`src/hdl/spd_pkg.sv`:
```
package spd_pkg;

    localparam logic [7:0] PctChar  = 8'h25;
    localparam logic [7:0] Digit0   = 8'h30;
    localparam logic [7:0] LetterA  = 8'h57;
    localparam logic [7:0] CaseBit  = 8'h20;

    localparam int unsigned OutMax  = 3;

    typedef logic [1:0] char_class_t;

    localparam char_class_t ClassAlways = 2'd0;
    localparam char_class_t ClassMore   = 2'd1;
    localparam char_class_t ClassNever  = 2'd2;

    localparam char_class_t CharClass [128] = '{
        2,2,2,2,2,2,2,2,2,2,2,2,2,2,2,2,
        2,2,2,2,2,2,2,2,2,2,2,2,2,2,2,2,
        0,0,2,0,0,2,1,1,0,0,0,1,0,0,0,0,
        0,0,0,0,0,0,0,0,0,0,0,1,1,0,1,0,
        0,0,0,0,0,0,0,0,0,0,0,0,0,0,0,0,
        0,0,0,0,0,0,0,0,0,0,0,0,2,0,0,0,
        1,0,0,0,0,0,0,0,0,0,0,0,0,0,0,0,
        0,0,0,0,0,0,0,0,0,0,0,0,0,0,0,2
    };

    function automatic logic is_hex(input logic [7:0] c);
        return (c >= 8'h30 && c <= 8'h39) || (c >= 8'h41 && c <= 8'h46) ||
               (c >= 8'h61 && c <= 8'h66);
    endfunction

    function automatic logic [3:0] hex_val(input logic [7:0] c);
        logic [7:0] d;
        if (c >= 8'h30 && c <= 8'h39) begin
            d = c - Digit0;
        end else begin
            d = (c | CaseBit) - LetterA;
        end
        return d[3:0];
    endfunction

endpackage

```
`src/hdl/selective_percent_decoder.sv`:
```
// Percent-escape decoder for a byte stream.
// Input channel s_*: one raw byte per transfer in s_tdata, s_tlast on the
// final byte of a string. Output channel m_*: decoded bytes, m_tlast on the
// final output byte of each string.
// A '%' plus two hex digits becomes the encoded byte when that byte is
// below 0x80 and its class allows it; cfg_we/cfg_wdata set the decode_more
// bit; the user must write it only while the block is idle (not enforced).
// The first result of an input byte is on m_* in the cycle after the
// input transfer. An input byte yields zero to three results, held in a
// three-entry result register and sent one per cycle while m_tready is high.
// Throughput: one byte per cycle while each byte yields at most one result
// and m_tready is high; a byte that yields more results holds s_tready low
// until the single output port has drained the result register to its last entry.
// Reset (aresetn low, synchronous) drops any pending escape, empties the
// result register and clears decode_more.
// When the receiver stalls, the result register holds and s_tready drops
// as soon as the next byte could not be stored.
module selective_percent_decoder (
    input  logic       aclk,
    input  logic       aresetn,
    input  logic       cfg_we,
    input  logic       cfg_wdata,
    input  logic       s_tvalid,
    output logic       s_tready,
    input  logic [7:0] s_tdata,   // [7:0] in_byte
    input  logic       s_tlast,
    output logic       m_tvalid,
    input  logic       m_tready,
    output logic [7:0] m_tdata,   // [7:0] out_byte
    output logic       m_tlast
);
    import spd_pkg::*;

    logic       decode_more_reg;
    logic [1:0] pend_reg, pend_next;
    logic [7:0] first_reg, first_next;
    logic [7:0] buf_reg [OutMax];
    logic [1:0] cnt_reg;
    logic       last_reg;

    logic [7:0]  ob [OutMax];
    logic [1:0]  n;
    logic        s_xfer, m_xfer;
    logic [7:0]  dec;
    char_class_t cls;
    logic        allow;

    assign s_xfer   = s_tvalid && s_tready;
    assign m_xfer   = m_tvalid && m_tready;
    assign s_tready = (cnt_reg == 2'd0) || (cnt_reg == 2'd1 && m_tready);
    assign m_tvalid = cnt_reg != 2'd0;
    assign m_tdata  = buf_reg[0];
    assign m_tlast  = last_reg && cnt_reg == 2'd1;

    assign dec   = {hex_val(first_reg), hex_val(s_tdata)};
    assign cls   = dec[7] ? ClassNever : CharClass[dec[6:0]];
    assign allow = cls == ClassAlways || (cls == ClassMore && decode_more_reg);

    always_comb begin
        logic fresh;
        fresh = 1'b0;
        n = 2'd0;
        for (int i = 0; i < OutMax; i++) begin
            ob[i] = 8'd0;
        end
        pend_next  = 2'd0;
        first_next = first_reg;
        case (pend_reg)
            2'd1: begin
                if (is_hex(s_tdata) && !s_tlast) begin
                    first_next = s_tdata;
                    pend_next  = 2'd2;
                end else if (is_hex(s_tdata)) begin
                    ob[0] = PctChar;
                    ob[1] = s_tdata;
                    n     = 2'd2;
                end else begin
                    ob[0] = PctChar;
                    n     = 2'd1;
                    fresh = 1'b1;
                end
            end
            2'd2: begin
                if (is_hex(s_tdata)) begin
                    if (allow) begin
                        ob[0] = dec;
                        n     = 2'd1;
                    end else begin
                        ob[0] = PctChar;
                        ob[1] = first_reg;
                        ob[2] = s_tdata;
                        n     = 2'd3;
                    end
                end else begin
                    ob[0] = PctChar;
                    ob[1] = first_reg;
                    n     = 2'd2;
                    fresh = 1'b1;
                end
            end
            default: begin
                fresh = 1'b1;
            end
        endcase
        if (fresh) begin
            if (s_tdata == PctChar && !s_tlast) begin
                pend_next = 2'd1;
            end else begin
                ob[n] = s_tdata;
                n     = n + 2'd1;
            end
        end
        if (s_tlast) begin
            pend_next = 2'd0;
        end
    end

    always_ff @(posedge aclk) begin
        if (!aresetn) begin
            decode_more_reg <= 1'b0;
            pend_reg        <= 2'd0;
            first_reg       <= 8'd0;
            cnt_reg         <= 2'd0;
            last_reg        <= 1'b0;
        end else begin
            if (cfg_we) begin
                decode_more_reg <= cfg_wdata;
            end
            if (s_xfer) begin
                pend_reg  <= pend_next;
                first_reg <= first_next;
                cnt_reg   <= n;
                last_reg  <= s_tlast;
            end else if (m_xfer) begin
                cnt_reg <= cnt_reg - 2'd1;
            end
        end
    end

    // load on input transfer, else advance on output transfer
    always_ff @(posedge aclk) begin
        if (s_xfer) begin
            buf_reg <= ob;
        end else if (m_xfer) begin
            buf_reg[0] <= buf_reg[1];
            buf_reg[1] <= buf_reg[2];
        end
    end

    a_pend_range: assert property (@(posedge aclk) disable iff (!aresetn)
        pend_reg != 2'd3) else $error("escape count out of range");

    a_pend_hex: assert property (@(posedge aclk) disable iff (!aresetn)
        pend_reg == 2'd2 |-> is_hex(first_reg)) else $error("held digit not hex");

    a_last_clears: assert property (@(posedge aclk) disable iff (!aresetn)
        s_xfer && s_tlast |=> pend_reg == 2'd0 && cnt_reg != 2'd0)
        else $error("end of string left escape pending or no result");

    a_stall_hold: assert property (@(posedge aclk) disable iff (!aresetn)
        m_tvalid && !m_tready |=> m_tvalid && $stable(m_tdata) && $stable(m_tlast))
        else $error("result changed under stall");

endmodule

```
`config.mk`:
```
export PLATFORM = sky130hd
export DESIGN_NAME = selective_percent_decoder
export DESIGN_NICKNAME = d
export VERILOG_FILES = /design/src/hdl/spd_pkg.sv /design/src/hdl/selective_percent_decoder.sv
export SDC_FILE = /design/constraint.sdc
export NUM_CORES = 1
export LEC_CHECK = 0
export BUFFER_PORTS_ARGS = -buffer_cell sky130_fd_sc_hd__buf_4
export CAP_MARGIN = 20
export CORE_MARGIN = 2
export CORE_UTILIZATION = 54
export DETAILED_ROUTE_END_ITERATION = 8
export HOLD_SLACK_MARGIN = 0.08
export PLACE_DENSITY = 0.8
export SLEW_MARGIN = 10
export SYNTH_ARGS = -nofsm -noshare
export SYNTH_HDL_FRONTEND = slang
export SYNTH_SLANG_ARGS = --single-unit
export TNS_END_PERCENT = 50
```
`constraint.sdc`:
```
create_clock -name aclk -period 3.8 [get_ports aclk]
set_clock_uncertainty 0.05 [all_clocks]
set_input_delay 0.57 -clock aclk [delete_from_list [all_inputs] [get_ports aclk]]
set_output_delay 0.57 -clock aclk [all_outputs]
set_load 0.03 [all_outputs]
```
==> results.yml, run 1 <==
routing:
  ant_nets: 0
  drc_errors: 0
  finalWirelength_mm: 5.90
  viasPerCell: 6.23
  vias: 2106
  drt_iter0_markers: 137
  wl_per_cell_um: 17.5
  firstDrtPassIters: 5
global_route:
  grt_start_max_net_pins: 27
  grt_use_total: 0.237
  grt_pass1_wl_mm: 9.65
  grt_pass1_vias: 1956
  overflow: 0
  antenna_found_initial: 0
logic_synthesis:
  synth-main-ff-cell: "edfxtp_1"
  yosysWarnings: 0
  async_flop_share: 0
  synth_area_per_cell_um2: 10.2
  synth_nets: 286
  ys_top_cells_by_area: "edfxtp_1 (28%), dfxtp_1 (11%), ha_1 (7.2%)"
  synth_cells: 256
  ys_ff_latch: 38
  yosysTopAreaCell: "edfxtp_1"
  synthesis.area_um2: 2620
  seq_area_frac_synth: 0.383
  synth-edff-count: 24
  synth_top_cell_area_share: 0.275
  ys_types: 64
timing:
  slew_headroom: 0.611
  holdWs_ns: 0.418
  max_freq_mhz: 284
  timing.final.max_slew_violations: 0
  period_share: 0.926
  finalSetupViolations: 0
  worst_pin_slew_ns: 0.583
  hold_violations: 0
  rsz0062_at_grt: "false"
  setup_ws_ns: 0.282
  period_minus_slack_ns: 3.52
worst_setup_path:
  slowest_delay_ns: 0.43
  crit_fanout: 9
  r2r_slack_ns: 0.31
  arrival_ns: 3.51
  crit_type: "in2reg"
  critPathLaunchType: "primary input"
  path_delay_family: "compound AO/OA/AOI/OAI gates"
  r2r_cells: 15
  worst_setup_path_end_kind: "register"
  r2r_end: "buf_reg[14]"
  cpMaxStageDelayCell: "or4_1"
  crit_buf_inv: 3
  worstPathRequired_ns: 3.80
  timing.rr.start: "first_reg[1]"
  cp_cell_sequence: "buf_4, inv_1, ha_1, o21bai_1, a21oi_2, mux2i_1, or4_1, a31oi_1, o21ai_2, a311oi_2, inv_1, ha_1, nand2_1, a21oi_2, a22o_1, a21o_1"
placed_design:
  dp_hpwl_mm: 4.39
  numPortBuffers: 25
  finalWeightedCongestion: 0.897
  post-place-ws_ns: -0.0264
floorplanning:
  die_area_um2: 5420
  initial_core_util: 0.558
  io_pins: 26
  die_h_um: 73.6
  rows: 25
  die_w_um: 73.6
  coreArea_um2: 4690
layout:
  largest_reg_flops: 16
  fillCellCount: 395
  layout.nets: 313
  antenna_cells: 0
  final_layout_size_suffix_gt1_frac: 0.246
  area_growth_syn_to_layout_pct: 13.9
hold_path:
  hold_depth: 2
  min_to: "first_reg[7]"
  holdCritStartpoint: "first_reg[7]"
  hold_path.class: "reg2reg"
pwr:
  power_density_nw_per_um2: 390
  irDropWorstVdd_v: 0.000237
  p_leak_nw: 1.15
clocking:
  path_clk_slew_ns: 0.07
  root_buffer: "clkbuf_8"
  post_cts_buffers: 0
  clock_sinks: 38
  clkLatencyLatePin_ns: 0.29
  clockBufferDepth: 2
  cts-buffers-inserted: 5
  h-tree-depth: 2
  cts_tree: "built"
job:
  cap_viol_max_count: 0
status:
  status: "complete, no violations"
[cells by family (layout without fill, tap and decap cells)]
family / Yosys count / in the layout / synth area share
AO/OA/AOI/OAI: 77 / 77 / 0.243
XOR/XNOR: 5 / 5 / 0.0167
adder cells (fa/ha/maj): 15 / 15 / 0.0717
buffers and inverters: 33 / 61 / 0.0626
flip-flops: 38 / 38 / 0.383
multiplexers: 11 / 11 / 0.0545
AND/OR/NAND/NOR: 77 / 77 / 0.169
[worst min-delay path, stage by stage (launching register included)]
cell	delay [ns]
dfxtp_1	0.34
nand2_1	0.06
nor2_1	0.03
[how the worst max path moves through the flow]
stage / from / end / cells after the start
finish: s_tdata[1] / buf_reg[14] / 16
global route: s_tdata[1] / buf_reg[14] / 16
detailed placement: s_tdata[1] / buf_reg[14] / 16
CTS: first_reg[1] / buf_reg[14] / 15
global placement: s_tdata[1] / buf_reg[11] / 16
floorplan: s_tdata[1] / buf_reg[10] / 17
[routing by layer]
layer  global-route usage  routed length, um  up-vias
li1                     -                  -      998
met1                0.330               2550     1005
met2                0.378               2760       90
met3               0.0466                500       13
met4               0.0606                 90        0
met5                    0                  0        -
[power breakdown]
group          internal, mW  switching (mW)  leakage, nW
Combinational         0.118           0.180        0.746
Sequential            0.509          0.0172        0.355
Clock                 0.196           0.142       0.0524
Total                 0.824           0.340         1.15
[stage by stage]
| stage | area, um^2 | utilization | power (mW) | std cells | TNS, ns |
|---|---|---|---|---|---|
| final | 2980 | 0.635 | 1.16 | 338 | 0 |
| after global routing | 2980 | 0.635 | 1.21 | 338 | 0 |
| after CTS | 2980 | 0.635 | 1.17 | 338 | 0 |
| after detailed placement | 2870 | 0.612 | 0.832 | 330 | -0.101 |
| after global placement | 2870 | 0.612 | 0.826 | 330 | 0 |
| after floorplan | 2630 | - | 0.756 | 256 | 0 |
[cells in the mapped netlist (all sizes together) (2+ instances only)]
master	instances
nand2b	2
a31oi	4
or2	3
a21o	8
mux2	3
mux2i	7
nor2	10
nand3	8
nand2	24
ha	15
and3	3
and2	4
inv	14
a22o	8
nor3	3
o21ai	12
xnor2	5
a21oi	11
nand4bb	2
dfxtp	14
buf	12
a221o	4
a41oi	2
a21boi	7
o21bai	2
edfxtp	24
o21a	3
nand4	5
a22oi	4
nor2b	7
clkbuf	6
[area by class of cell]
| cell class | instances | area (um^2) | area share |
|---|---|---|---|
| Clock buffer | 7 | 76.3 | 0.0256 |
| Clock inverter | 1 | 30.0 | 0.0101 |
| Inverter | 15 | 56.3 | 0.0189 |
| Multi-Input combinational cell | 185 | 1460 | 0.490 |
| Sequential cell | 38 | 1000 | 0.337 |
| Tap cell | 54 | 67.6 | 0.0227 |
| Timing Repair Buffer | 38 | 285 | 0.0957 |
[repair_timing]
action / 4_1_cts / 5_1_grt
hold buffers: 0 / 0
endpoints found under the setup margin: 0 / 9
endpoints found under the hold margin: 0 / 0
gates resized for setup: 0 / 2
[cell usage in the layout, fill, tap and decap left out, types with 7 or more instances in the layout]
master	synthesis	routed
buf_4	8	38
nand2_1	24	24
edfxtp_1	24	24
ha_1	15	15
inv_1	14	13
dfxtp_1	14	12
nor2_1	10	10
o21ai_0	10	10
nand3_1	8	8
a21oi_1	9	8
a22o_1	8	8
a21boi_0	7	7
nor2b_1	7	7
a21o_1	7	7
Power figures use the tool's default switching activity.
==> run 2: changes to the inputs <==
--- a/config.mk
+++ b/config.mk
@@ -5,6 +5,7 @@
 export SDC_FILE = /design/constraint.sdc
 export NUM_CORES = 1
 export LEC_CHECK = 0
+export ABC_AREA = 1
 export BUFFER_PORTS_ARGS = -buffer_cell sky130_fd_sc_hd__buf_4
 export CAP_MARGIN = 20
 export CORE_MARGIN = 2
==> run 2 against run 1 <==
  * Total power up 41%
  * First-iteration DRC count up 72%
  * Cell count up 22%
  * Combinational power up 130%
  * Clock power down 15%
  * Highest routed layer unchanged
==> results.yml, run 2 <==
status:
  status: "complete, no violations"
clocking:
  cts_tree: "built"
  cts-resized-gates: 0
  clockBufferDepth: 2
  h-tree-depth: 2
  cts-buffers-inserted: 5
  clock_sinks: 38
  hold_buffers: 0
  root_buffer: "clkbuf_8"
  path_clk_slew_ns: 0.07
  post_cts_buffers: 0
  clkLatencyLatePin_ns: 0.28
logic_synthesis:
  ys_ff_latch: 38
  synth_top_family_by_area: "simple AND/OR/NAND/NOR gates"
  synth.most_common_cell: "nand2_1"
  synthTopCellsByCount: "nand2_1 (72), nor2_1 (41), inv_1 (30)"
  synth-edff-count: 24
  seq_area_frac_synth: 0.381
  synth_xor_area_frac: 0.0134
  synth_cells: 339
  synth_area_per_cell_um2: 7.74
  synthesis.area_um2: 2620
  synth_top_cell_area_share: 0.275
  synthMuxAreaShare: 0
  synth_compound_area_frac: 0.144
  yosysTopAreaCell: "edfxtp_1"
  ys_types: 36
  synth_simple_gate_area_frac: 0.296
  async_flop_share: 0
  yosysWarnings: 0
  synth_nets: 369
  synth_fa_ha_area_frac: 0.0715
  ys_top_cells_by_area: "edfxtp_1 (27%), dfxtp_1 (11%), nand2_1 (10%)"
  synth-main-ff-cell: "edfxtp_1"
worst_setup_path:
  arrival_ns: 3.41
  r2r_slack_ns: 0.38
  timing.rr.start: "first_reg[0]"
  r2r_end: "m_tdata[1]"
  crit_fanout: 12
  cp-endpoint: "m_tdata[1]"
  cp-startpoint: "first_reg[0]"
  r2r_cells: 18
  worst_setup_path_end_kind: "register"
  critPathLaunchType: "register"
  worstPathRequired_ns: 3.79
  crit_type: "reg2reg"
pwr:
  p_switching_uw: 650
  comb_power_share: 0.424
  finalPower_mw: 1.64
  p_leak_nw: 1.31
  p_clk_frac: 0.175
  irDropWorstVdd_v: 0.000286
  power_density_nw_per_um2: 568
  intPower_uw: 988
  seqPwrFrac: 0.400
  netSwitchingFraction: 0.397
placed_design:
  post-place-ws_ns: 0.0964
  numPortBuffers: 25
  dpl-instance-area_um2: 2780
  dp_hpwl_mm: 4.63
  finalWeightedCongestion: 1.04
  placed_cells: 403
global_route:
  grt_pass1_wl_mm: 10.2
  grt_use_total: 0.246
  antenna_found_initial: 0
  overflow: 0
  grt_pass1_vias: 2179
  grt_start_max_net_pins: 31
routing:
  wl_per_cell_um: 15.0
  drt_iter0_markers: 235
  met3_length_um: 511
  vias: 2329
  routed.top_layer: "met4"
  finalWirelength_mm: 6.18
  wl_met1_mm: 2.68
  viasPerCell: 5.67
  firstDrtPassIters: 4
  ant_nets: 0
  drc_errors: 0
  wl_met2_mm: 2.88
layout:
  layout_common_cells: "nand2_1 (71), nor2_1 (41), inv_1 (30)"
  final_area_um2: 2880
  antenna_cells: 0
  fillCellCount: 421
  layout_commonest_cell: "nand2_1"
  area_growth_syn_to_layout_pct: 9.87
  final_layout_size_suffix_gt1_frac: 0.193
  largest_reg_flops: 16
  layout.nets: 386
  final_cells: 411
floorplanning:
  die_h_um: 73.7
  rows: 25
  io_pins: 26
  coreArea_um2: 4690
  die_area_um2: 5430
  die_w_um: 73.7
  initial_core_util: 0.559
timing:
  slew_headroom: 0.512
  finalSetupViolations: 0
  timing.final.max_slew_violations: 0
  period_minus_slack_ns: 3.42
  rsz0062_at_grt: "false"
  setup_ws_ns: 0.378
  hold_violations: 0
  worst_pin_slew_ns: 0.731
  max_freq_mhz: 292
  period_share: 0.901
  finalSetupTns_ns: 0
hold_path:
  hold_path.class: "in2reg"
  hold_depth: 2
job:
  cap_viol_max_count: 0
-- run 2: changes by cell type in the layout (fill, tap and decap cells not counted), moves of 8 or more --
cell / before / now
nand2_2: 0 / 11
inv_1: 13 / 30
buf_4: 38 / 26
nor2_1: 10 / 41
a21oi_1: 8 / 25
a22o_1: 8 / 0
nand2_1: 24 / 71
nand3_1: 8 / 28
-- run 2: cells by family (layout without fill, tap and decap cells) --
kind of cell	after synthesis	in the layout
AO/OA/AOI/OAI	63	63
adder cells (fa/ha/maj)	15	15
XOR/XNOR	4	4
flip-flops	38	38
buffers and inverters	53	71
AND/OR/NAND/NOR	166	166
-- run 2: stage by stage --
stage | hold WS (ns) | util
final | 0.412 | 0.614
after global routing | 0.425 | 0.614
after CTS | 0.409 | 0.614
after detailed placement | 0.439 | 0.593
after global placement | 0.428 | 0.593
after floorplan | 0.412 | -
-- run 2: how the worst min path moves through the flow --
stage | slack [ns] | start | endpoint
after floorplan | 0.41 | pend_reg[0] | pend_reg[0]
after CTS | 0.41 | cfg_we | decode_more_reg
after detailed placement | 0.44 | first_reg[7] | first_reg[7]
after global routing | 0.42 | cfg_we | decode_more_reg
final | 0.41 | cfg_we | decode_more_reg
after global placement | 0.43 | pend_reg[0] | pend_reg[0]
-- run 2: critical path, stage by stage, from the launching register on --
cell     delay (ns)
dfxtp_2        0.40
inv_1          0.13
ha_1           0.21
o21ai_0        0.16
nand2_1        0.18
nand2_2        0.16
nand2_1        0.08
xor2_1         0.18
nor3_1         0.22
nand2_1        0.14
nand4_2        0.12
nand3_1        0.11
nand2_1        0.12
inv_1          0.06
ha_1           0.20
nand2_2        0.21
o21ai_0        0.11
a31oi_1        0.26
nor2_1         0.07
-- run 2: power by group through the flow --
stage	combinational, mW	clock [mW]	sequential (mW)
CTS	0.693	0.292	0.658
floorplan	0.555	0	0.655
global placement	0.686	0	0.663
detailed placement	0.691	0	0.668
global route	0.776	0.305	0.670
finish	0.695	0.287	0.656
-- run 2: final cells by class --
type / count / area (um^2) / share of cell area
multi-input cells: 248 / 1380 / 0.479
repair buffers: 26 / 195 / 0.0677
clock buffers: 6 / 82.6 / 0.0286
well taps: 54 / 67.6 / 0.0234
inverters: 37 / 141 / 0.0490
flip-flops and latches: 38 / 1000 / 0.348
clock inverters: 2 / 12.5 / 0.00434
-- run 2: metal layers --
layer,up-vias,track usage
met1,1068,0.336
met5,-,0
met3,13,0.0425
met2,91,0.394
met4,0,0.0848
li1,1157,-
